[src/sv/rfc_pkg.sv]
// shared types, constants and crc function for the rtu reply frame checker
package rfc_pkg;

  localparam int BYTE_W      = 8;
  localparam int STATUS_W    = 2;
  localparam int CODE_W      = 4;
  localparam int CRC_W       = 16;
  localparam int CFG_INDEX_W = 1;
  localparam int CFG_DATA_W  = 8;

  localparam logic [CRC_W-1:0]  CRC_INIT   = 16'hFFFF;
  localparam logic [CRC_W-1:0]  CRC_POLY   = 16'hA001;
  localparam logic [BYTE_W-1:0] COUNT_MAX  = 8'hFF;
  localparam logic [CODE_W-1:0] CODE_MASK  = 4'hF;

  localparam logic [STATUS_W-1:0] STATUS_OK      = 2'd0;
  localparam logic [STATUS_W-1:0] STATUS_BAD_LEN = 2'd1;
  localparam logic [STATUS_W-1:0] STATUS_BAD_CRC = 2'd2;

  localparam logic [CFG_INDEX_W-1:0] REG_EXPECTED_LENGTH  = 1'd0;
  localparam logic [CFG_INDEX_W-1:0] REG_SHORT_REPLY_MODE = 1'd1;

  localparam logic [BYTE_W-1:0] EXPECTED_LENGTH_RESET  = 8'd4;
  localparam logic              SHORT_REPLY_MODE_RESET = 1'b1;

  typedef struct packed {
    logic [STATUS_W-1:0] status;
    logic [CODE_W-1:0]   reply_code;
    logic [CRC_W-1:0]    computed_crc;
  } rfc_result_t;

  // reflected crc-16, one byte, unrolled over its eight bits
  function automatic logic [CRC_W-1:0] crc_feed(input logic [CRC_W-1:0] crc_in,
                                                input logic [BYTE_W-1:0] b);
    logic [CRC_W-1:0] c;
    c = crc_in ^ {{(CRC_W-BYTE_W){1'b0}}, b};
    for (int k = 0; k < BYTE_W; k++) begin
      if (c[0]) begin
        c = (c >> 1) ^ CRC_POLY;
      end else begin
        c = c >> 1;
      end
    end
    return c;
  endfunction

endpackage

[src/sv/rfc_ifs.sv]
// valid/ready channel interfaces for frame bytes and check results
interface rfc_byte_if;
  import rfc_pkg::*;
  logic              valid;
  logic              ready;
  logic [BYTE_W-1:0] rx_byte;
  logic              last_byte;

  modport source (output valid, output rx_byte, output last_byte, input ready);
  modport sink   (input valid, input rx_byte, input last_byte, output ready);
endinterface

interface rfc_result_if;
  import rfc_pkg::*;
  logic                valid;
  logic                ready;
  logic [STATUS_W-1:0] status;
  logic [CODE_W-1:0]   reply_code;
  logic [CRC_W-1:0]    computed_crc;

  modport source (output valid, output status, output reply_code, output computed_crc,
                  input ready);
  modport sink   (input valid, input status, input reply_code, input computed_crc,
                  output ready);
endinterface

[src/sv/rfc_frame_state.sv]
// per-frame state: crc accumulator, tail bytes, byte count and end-of-frame check
module rfc_frame_state (
  input  logic                        clk,
  input  logic                        rst,
  input  logic                        take,
  input  logic [rfc_pkg::BYTE_W-1:0]  rx_byte,
  input  logic                        last_byte,
  input  logic [rfc_pkg::BYTE_W-1:0]  expected_length,
  input  logic                        short_reply_mode,
  output logic                        emit,
  output rfc_pkg::rfc_result_t        result
);
  import rfc_pkg::*;

  logic [CRC_W-1:0]  crc_acc, crc_acc_next;
  logic [BYTE_W-1:0] tail0, tail0_next;
  logic [BYTE_W-1:0] tail1, tail1_next;
  logic [BYTE_W-1:0] byte_count, byte_count_next;
  logic [BYTE_W-1:0] second_byte, second_byte_next;
  logic [CRC_W-1:0]  rx_crc;

  always_comb begin
    crc_acc_next     = (byte_count >= 8'd2) ? crc_feed(crc_acc, tail0) : crc_acc;
    tail0_next       = tail1;
    tail1_next       = rx_byte;
    second_byte_next = (byte_count == 8'd1) ? rx_byte : second_byte;
    byte_count_next  = (byte_count == COUNT_MAX) ? byte_count : byte_count + 8'd1;
    rx_crc           = {tail1_next, tail0_next};

    emit = take && last_byte;
    result.computed_crc = crc_acc_next;
    if (byte_count_next != expected_length) begin
      result.status = STATUS_BAD_LEN;
    end else if (rx_crc != crc_acc_next) begin
      result.status = STATUS_BAD_CRC;
    end else begin
      result.status = STATUS_OK;
    end
    if (result.status == STATUS_OK && short_reply_mode) begin
      result.reply_code = second_byte_next[CODE_W-1:0] & CODE_MASK;
    end else begin
      result.reply_code = '0;
    end
  end

  always_ff @(posedge clk) begin
    if (rst) begin
      crc_acc     <= CRC_INIT;
      tail0       <= '0;
      tail1       <= '0;
      byte_count  <= '0;
      second_byte <= '0;
    end else if (take) begin
      if (last_byte) begin
        crc_acc     <= CRC_INIT;
        tail0       <= '0;
        tail1       <= '0;
        byte_count  <= '0;
        second_byte <= '0;
      end else begin
        crc_acc     <= crc_acc_next;
        tail0       <= tail0_next;
        tail1       <= tail1_next;
        byte_count  <= byte_count_next;
        second_byte <= second_byte_next;
      end
    end
  end

  a_clear_after_last: assert property (@(posedge clk) disable iff (rst)
    take && last_byte |=> byte_count == '0 && crc_acc == CRC_INIT)
    else $error("frame state not cleared after last item");

  a_count_steps: assert property (@(posedge clk) disable iff (rst)
    take && !last_byte && byte_count != COUNT_MAX |=> byte_count == $past(byte_count) + 8'd1)
    else $error("byte count did not advance");

endmodule

[src/sv/rfc_result_reg.sv]
// output register holding one check result until the sink takes it
module rfc_result_reg (
  input  logic                 clk,
  input  logic                 rst,
  input  logic                 load,
  input  rfc_pkg::rfc_result_t data,
  output logic                 free,
  rfc_result_if.source         replies
);
  import rfc_pkg::*;

  logic        valid;
  rfc_result_t held;

  assign free                 = !valid || replies.ready;
  assign replies.valid        = valid;
  assign replies.status       = held.status;
  assign replies.reply_code   = held.reply_code;
  assign replies.computed_crc = held.computed_crc;

  always_ff @(posedge clk) begin
    if (rst) begin
      valid <= 1'b0;
    end else if (load) begin
      valid <= 1'b1;
    end else if (replies.ready) begin
      valid <= 1'b0;
    end
  end

  always_ff @(posedge clk) begin
    if (load) begin
      held <= data;
    end
  end

  a_no_overwrite: assert property (@(posedge clk) disable iff (rst)
    load |-> !valid || replies.ready)
    else $error("result overwritten before taken");

endmodule

[src/sv/rtu_reply_frame_checker_core.sv]
// top level of the rtu reply frame checker
// Checks reply frames that arrive one byte per item, the final byte flagged by
// last_byte. A CRC-16 (reflected, poly 0xA001, init 0xFFFF) runs over all but
// the final two bytes, which carry the received CRC low byte first. On the last
// byte one result comes out: wrong length (checked first), CRC mismatch, or ok,
// plus, when ok, the low nibble of the second byte as reply code in
// short-reply mode. An input register feeds the CRC update and frame check,
// which loads an output register, so bytes are accepted every cycle unless a
// final byte waits in the input register while an earlier result is still
// held; its result then goes into the output register. Configuration must be
// written only between frames; the block itself does not enforce it.
module rtu_reply_frame_checker_core (
  input  logic                             clk,
  input  logic                             rst,
  rfc_byte_if.sink                         frame_bytes,
  rfc_result_if.source                     replies,
  input  logic                             cfg_we,
  input  logic [rfc_pkg::CFG_INDEX_W-1:0]  cfg_index,
  input  logic [rfc_pkg::CFG_DATA_W-1:0]   cfg_data
);
  import rfc_pkg::*;

  logic              s1_valid;
  logic [BYTE_W-1:0] s1_byte;
  logic              s1_last;
  logic              s1_take;
  logic              res_free;
  logic              emit;
  rfc_result_t       result;
  logic [BYTE_W-1:0] expected_length;
  logic              short_reply_mode;

  // config registers
  always_ff @(posedge clk) begin
    if (rst) begin
      expected_length  <= EXPECTED_LENGTH_RESET;
      short_reply_mode <= SHORT_REPLY_MODE_RESET;
    end else if (cfg_we) begin
      unique case (cfg_index)
        REG_EXPECTED_LENGTH:  expected_length  <= cfg_data[BYTE_W-1:0];
        REG_SHORT_REPLY_MODE: short_reply_mode <= cfg_data[0];
        default: ;
      endcase
    end
  end

  // input register
  assign s1_take           = s1_valid && (!s1_last || res_free);
  assign frame_bytes.ready = !s1_valid || s1_take;

  always_ff @(posedge clk) begin
    if (rst) begin
      s1_valid <= 1'b0;
    end else if (frame_bytes.ready) begin
      s1_valid <= frame_bytes.valid;
    end
  end

  always_ff @(posedge clk) begin
    if (frame_bytes.ready && frame_bytes.valid) begin
      s1_byte <= frame_bytes.rx_byte;
      s1_last <= frame_bytes.last_byte;
    end
  end

  rfc_frame_state u_frame (
    .clk              (clk),
    .rst              (rst),
    .take             (s1_take),
    .rx_byte          (s1_byte),
    .last_byte        (s1_last),
    .expected_length  (expected_length),
    .short_reply_mode (short_reply_mode),
    .emit             (emit),
    .result           (result)
  );

  rfc_result_reg u_result (
    .clk     (clk),
    .rst     (rst),
    .load    (emit),
    .data    (result),
    .free    (res_free),
    .replies (replies)
  );

  a_stall_holds: assert property (@(posedge clk) disable iff (rst)
    s1_valid && !s1_take |=> s1_valid && $stable(s1_byte) && $stable(s1_last))
    else $error("stalled item lost in input register");

endmodule
[src/flat_wrapper.sv]
// flat-port wrapper written by rule: the top's interface ports become plain ports
module rtu_reply_frame_checker_core_flat import rfc_pkg::*;
  (clk, rst, cfg_we, cfg_index, cfg_data, frame_bytes_valid, frame_bytes_rx_byte, frame_bytes_last_byte, frame_bytes_ready, replies_valid, replies_status, replies_reply_code, replies_computed_crc, replies_ready);
  rfc_byte_if frame_bytes_i ();
  rfc_result_if replies_i ();
  input  logic clk;
  input  logic rst;
  input  logic cfg_we;
  input  logic [rfc_pkg::CFG_INDEX_W-1:0] cfg_index;
  input  logic [rfc_pkg::CFG_DATA_W-1:0] cfg_data;
  input wire logic [$bits(frame_bytes_i.valid)-1:0] frame_bytes_valid;
  input wire logic [$bits(frame_bytes_i.rx_byte)-1:0] frame_bytes_rx_byte;
  input wire logic [$bits(frame_bytes_i.last_byte)-1:0] frame_bytes_last_byte;
  output wire logic [$bits(frame_bytes_i.ready)-1:0] frame_bytes_ready;
  output wire logic [$bits(replies_i.valid)-1:0] replies_valid;
  output wire logic [$bits(replies_i.status)-1:0] replies_status;
  output wire logic [$bits(replies_i.reply_code)-1:0] replies_reply_code;
  output wire logic [$bits(replies_i.computed_crc)-1:0] replies_computed_crc;
  input wire logic [$bits(replies_i.ready)-1:0] replies_ready;
  assign frame_bytes_i.valid = frame_bytes_valid;
  assign frame_bytes_i.rx_byte = frame_bytes_rx_byte;
  assign frame_bytes_i.last_byte = frame_bytes_last_byte;
  assign frame_bytes_ready = frame_bytes_i.ready;
  assign replies_valid = replies_i.valid;
  assign replies_status = replies_i.status;
  assign replies_reply_code = replies_i.reply_code;
  assign replies_computed_crc = replies_i.computed_crc;
  assign replies_i.ready = replies_ready;
  rtu_reply_frame_checker_core u_core (.clk(clk), .rst(rst), .frame_bytes(frame_bytes_i), .replies(replies_i), .cfg_we(cfg_we), .cfg_index(cfg_index), .cfg_data(cfg_data));
endmodule
[config.mk]
export PLATFORM = sky130hd
export DESIGN_NAME = rtu_reply_frame_checker_core_flat
export DESIGN_NICKNAME = d
export VERILOG_FILES = /design/src/sv/rfc_pkg.sv /design/src/sv/rfc_ifs.sv /design/src/sv/rfc_frame_state.sv /design/src/sv/rfc_result_reg.sv /design/src/sv/rtu_reply_frame_checker_core.sv /design/src/flat_wrapper.sv
export SDC_FILE = /design/constraint.sdc
export NUM_CORES = 1
export LEC_CHECK = 0
export ABC_AREA = 1
export BUFFER_PORTS_ARGS = -buffer_cell sky130_fd_sc_hd__clkbuf_2
export CORE_MARGIN = 10
export CORE_UTILIZATION = 58
export DETAILED_ROUTE_END_ITERATION = 10
export PLACE_DENSITY_LB_ADDON = 0.3
export SLEW_MARGIN = 10
export SYNTH_ARGS = -nofsm -noshare
export SYNTH_HDL_FRONTEND = slang
export SYNTH_SLANG_ARGS = --single-unit
[constraint.sdc]
create_clock -name clk -period 3.33 [get_ports clk]
set_input_delay 0.1665 -clock clk [delete_from_list [all_inputs] [get_ports clk]]
set_output_delay 0.1665 -clock clk [all_outputs]
set_load 0.01 [all_outputs]
==> impl_metrics.json <==
{
  "outcome": "finished, final reports clean",
  "achievable-frequency_mhz": 345.5,
  "die-area_um2": 10880,
  "dieHeight_um": 104.3,
  "top_cells_by_area_in_the_synthesized_netlist": "dfxtp_1 (27%), edfxtp_1 (23%), nand2_1 (15%)",
  "timing.final.setup_violations": 0,
  "final.period_utilization_pct": 86.93,
  "route.vias.total": 3699,
  "rows": 30,
  "combined_area_of_the_multi_input_logic_cells_um2": 1794,
  "drc": 0,
  "post_layout_utilization_of_the_core_pct": 69.10,
  "cp_data_arrival_time_ns": 3.11,
  "timing_hold_violations_final": 0,
  "syn_std_cell_area_um2": 4120,
  "viasPerCell": 5.353,
  "clkLatencyLatePin_ns": 0.36,
  "critPathRequiredTime_ns": 3.55,
  "design.core.area_um2": 6832,
  "cpPeakStageDelay_ns": 0.45,
  "synth_largest_area_cell": "dfxtp_1",
  "start_util_pct": 60.31,
  "fillCellCount": 558,
  "rr_worst_depth": 19,
  "cts_buffer_depth": 2,
  "via_count_of_the_first_global_routing_pass": 3396,
  "antenna_violating_nets_post_route": 0,
  "power-per-cell-area_nw_per_um2": 455.6,
  "global_route.usage.total_pct": 17.94,
  "drtIter0Drc": 389,
  "hold_depth": 3,
  "worstPathMaxFanout": 20,
  "async_set_or_reset_flop_fraction_in_the_synthesized_netlist_pct": 0,
  "synth-edff-count": 31,
  "place.detailed.hpwl_um": 6995,
  "htree_num_levels": 3,
  "p_leak_nw": 2.086,
  "pin_count": 47,
  "yosysTopAreaCellShare_pct": 26.72,
  "tritoncts_clock_tree": "yes",
  "critical_path.startpoint_type": "register",
  "clk_pin_slew_worst_paths_ns": 0.08,
  "detailedRoute.firstPassIterationCount": 5,
  "cts_root_buffer": "clkbuf_8",
  "synthesis.instances": 536,
  "worstHoldPathType": "input pin to register",
  "drt_wl_total_um": 9858,
  "synthToLayoutAreaGrowth_pct": 14.58,
  "fin_nets": 616,
  "critical_path_cell_count": 19,
  "met3_wirelength_um": 832,
  "crit_path_end_kind": "register",
  "die_x_um": 104.3,
  "timing.max_cap.violations": 0,
  "drt-wirelength-per-cell_um": 14.27,
  "grt_setup_unrepaired": "no",
  "final_slew_violations": 0,
  "seqCellArea_um2": 2032,
  "met2WireLength_um": 4618,
  "yosysMostFrequentCell": "nand2_1",
  "final_layout_size_suffix_gt1_share_pct": 13.45,
  "worst_setup_path_startpoint": "u_core.u_frame.byte_count[0]",
  "highest_layer": "met4",
  "dp_cells": 666,
  "slew_headroom_pct": 35.26,
  "critPathBufInv": 2,
  "antenna-diode-count": 0,
  "critical_path.top_delay_family": "simple AND/OR/NAND/NOR gates",
  "seq_area_frac_synth_pct": 49.32,
  "synth_seq_cells": 86,
  "timing.critical_path.slowest_stage_cell": "dfxtp_1",
  "setup.worst_path.class": "register to register",
  "startpoint_of_the_most_critical_register_to_register_path": "u_core.u_frame.byte_count[0]",
  "clkSinkCount": 86,
  "worst_min_path_start": "cfg_data[2]",
  "tightestPinTransition_ns": 0.9701,
  "grt_first_pass_wirelength_um": 16190,
  "number_of_buffers_inserted_during_clock_tree_synthesis": 9,
  "grt_antenna_before_repair": 0,
  "worst_clock_skew_ns": 0.01450,
  "total_of_warnings_raised_by_yosys": 0,
  "cell_chain_of_the_critical_path": "inv_1 > ha_1 > nor2_1 > nand2_2 > nor2_8 > inv_2 > nand3_1 > nand2_1 > nand2_1 > o21ai_0 > a21oi_1 > nand2_1 > nor2_1 > nand2_1 > nor2_1 > nand2_1 > nor2_2 > nand3_2 > nor2_1",
  "drt-met1-wl_um": 4271,
  "period_needed_ns": 2.895,
  "synthFlopType": "dfxtp_1",
  "vdd_ir_drop_max_mv": 0.4765,
  "placement.io_buffers": 46,
  "synth_area_per_inst_um2": 7.687,
  "crit_path_frequent_cell": "nand2_1",
  "netlist_top_cells_count": "nand2_1 (167), inv_1 (57), dfxtp_1 (55), nor2_1 (50), a21oi_1 (43)",
  "post_synth_num_cell_types": 35,
  "synth_nets": 562,
  "grt_max_degree": 48,
  "grt_overflow": 0,
  "finalNonFillerCells": 691,
  "setup_total_negative_slack_ns": 0,
  "finalWeightedCongestion": 0.9400
}
[per-layer routing]
layer  up-vias  GRT usage (%)
li1       1831              -
met1      1683          22.91
met2       173          28.20
met3        12          5.081
met4         0          6.262
met5         -              0
[worst reg2reg max path, stage by stage (launching register included)]
cell and delay [ns]:
dfxtp_1 0.45, inv_1 0.09, ha_1 0.21, nor2_1 0.11, nand2_2 0.10, nor2_8 0.27
inv_2 0.21, nand3_1 0.14, nand2_1 0.13, nand2_1 0.08, o21ai_0 0.07, a21oi_1 0.14
nand2_1 0.06, nor2_1 0.09, nand2_1 0.06, nor2_1 0.10, nand2_1 0.06, nor2_2 0.13
nand3_2 0.12, nor2_1 0.12
[cell families (layout without fill, tap and decap cells)]
kind of cell	count (synthesis)	count (layout)	synth area share (%)
AO/OA/AOI/OAI	93	93	12.15
buffers and inverters	75	134	7.137
multiplexers	1	1	0.2429
XOR/XNOR	20	20	4.251
AND/OR/NAND/NOR	258	258	25.99
flip-flops	86	86	49.32
adder cells (fa/ha/maj)	3	3	0.9111
[path summary, 6_finish.rpt]
path / to / slack [ns]
worst max register to register: u_core.u_result.replies.reply_code[2] / 0.44
worst min-delay path: u_core.expected_length[2] / 0.02
worst min register to register: u_core.u_frame.second_byte[3] / 0.47
worst max-delay path: u_core.u_result.replies.reply_code[2] / 0.44
[cells in the final DEF, fill, tap and decap left out, drive strengths merged, types with 2 or more instances in the layout]
| cell type | instances |
|---|---|
| buf | 3 |
| clkbuf | 56 |
| inv | 60 |
| o22ai | 3 |
| xnor2 | 7 |
| nand3b | 2 |
| nand2 | 168 |
| o21ai | 40 |
| ha | 3 |
| nand3 | 27 |
| nor3 | 2 |
| clkinv | 5 |
| a21oi | 43 |
| nor2 | 53 |
| or2 | 4 |
| xor2 | 13 |
| edfxtp | 31 |
| o211ai | 6 |
| dlygate4sd3 | 9 |
| dfxtp | 55 |
[registers in the layout, indices dropped and copies added, names as in the netlist]
| name | count |
|---|---|
| u_core.u_frame.crc_acc | 16 |
| u_core.u_result.replies.computed_crc | 16 |
| u_core.expected_length | 8 |
| u_core.s1_byte | 8 |
| u_core.u_frame.byte_count | 8 |
| u_core.u_frame.tail0 | 8 |
| u_core.u_frame.tail0_next | 8 |
| u_core.u_frame.second_byte | 4 |
| u_core.u_result.replies.reply_code | 4 |
| u_core.u_result.replies.status | 2 |
| u_core.s1_last | 1 |
| u_core.s1_valid | 1 |
| u_core.short_reply_mode | 1 |
| u_core.u_result.replies.valid | 1 |
[per-stage QoR]
step / area [um2] / power [W] / worst slack, ns / hold WS, ns
floorplan: 4120 / 0.001342 / 0.9835 / 0.2654
global placement: 4424 / 0.001406 / 0.6474 / 0.3434
detailed placement: 4424 / 0.001413 / 0.4777 / 0.3452
CTS: 4721 / 0.002157 / 0.4435 / 0.01799
global route: 4721 / 0.002247 / 0.1493 / 0.02921
finish: 4721 / 0.002151 / 0.4353 / 0.02142
[where the power goes]
part	internal (W)	leakage (nW)	switching, W	total [W]
registers	0.00113	0.725	0.0000295	0.00116
logic	0.0000853	1.26	0.000159	0.000244
clock network	0.000371	0.104	0.000376	0.000747
[area by class of cell]
cell class	count	area share [%]
Timing Repair Buffer	58	7.262
Tap cell	96	2.544
Inverter	60	4.771
Multi-Input combinational cell	375	38.01
Clock buffer	10	2.915
Sequential cell	86	43.04
Clock inverter	6	1.458
[timing repair]
item | 4_1_cts | 5_1_grt
gates resized for setup | 0 | 0
buffers inserted | 0 | 0
hold buffers | 9 | 0
endpoints found under the setup margin | 0 | 0
endpoints found under the hold margin | 9 | 0
Power figures use the tool's default switching activity.
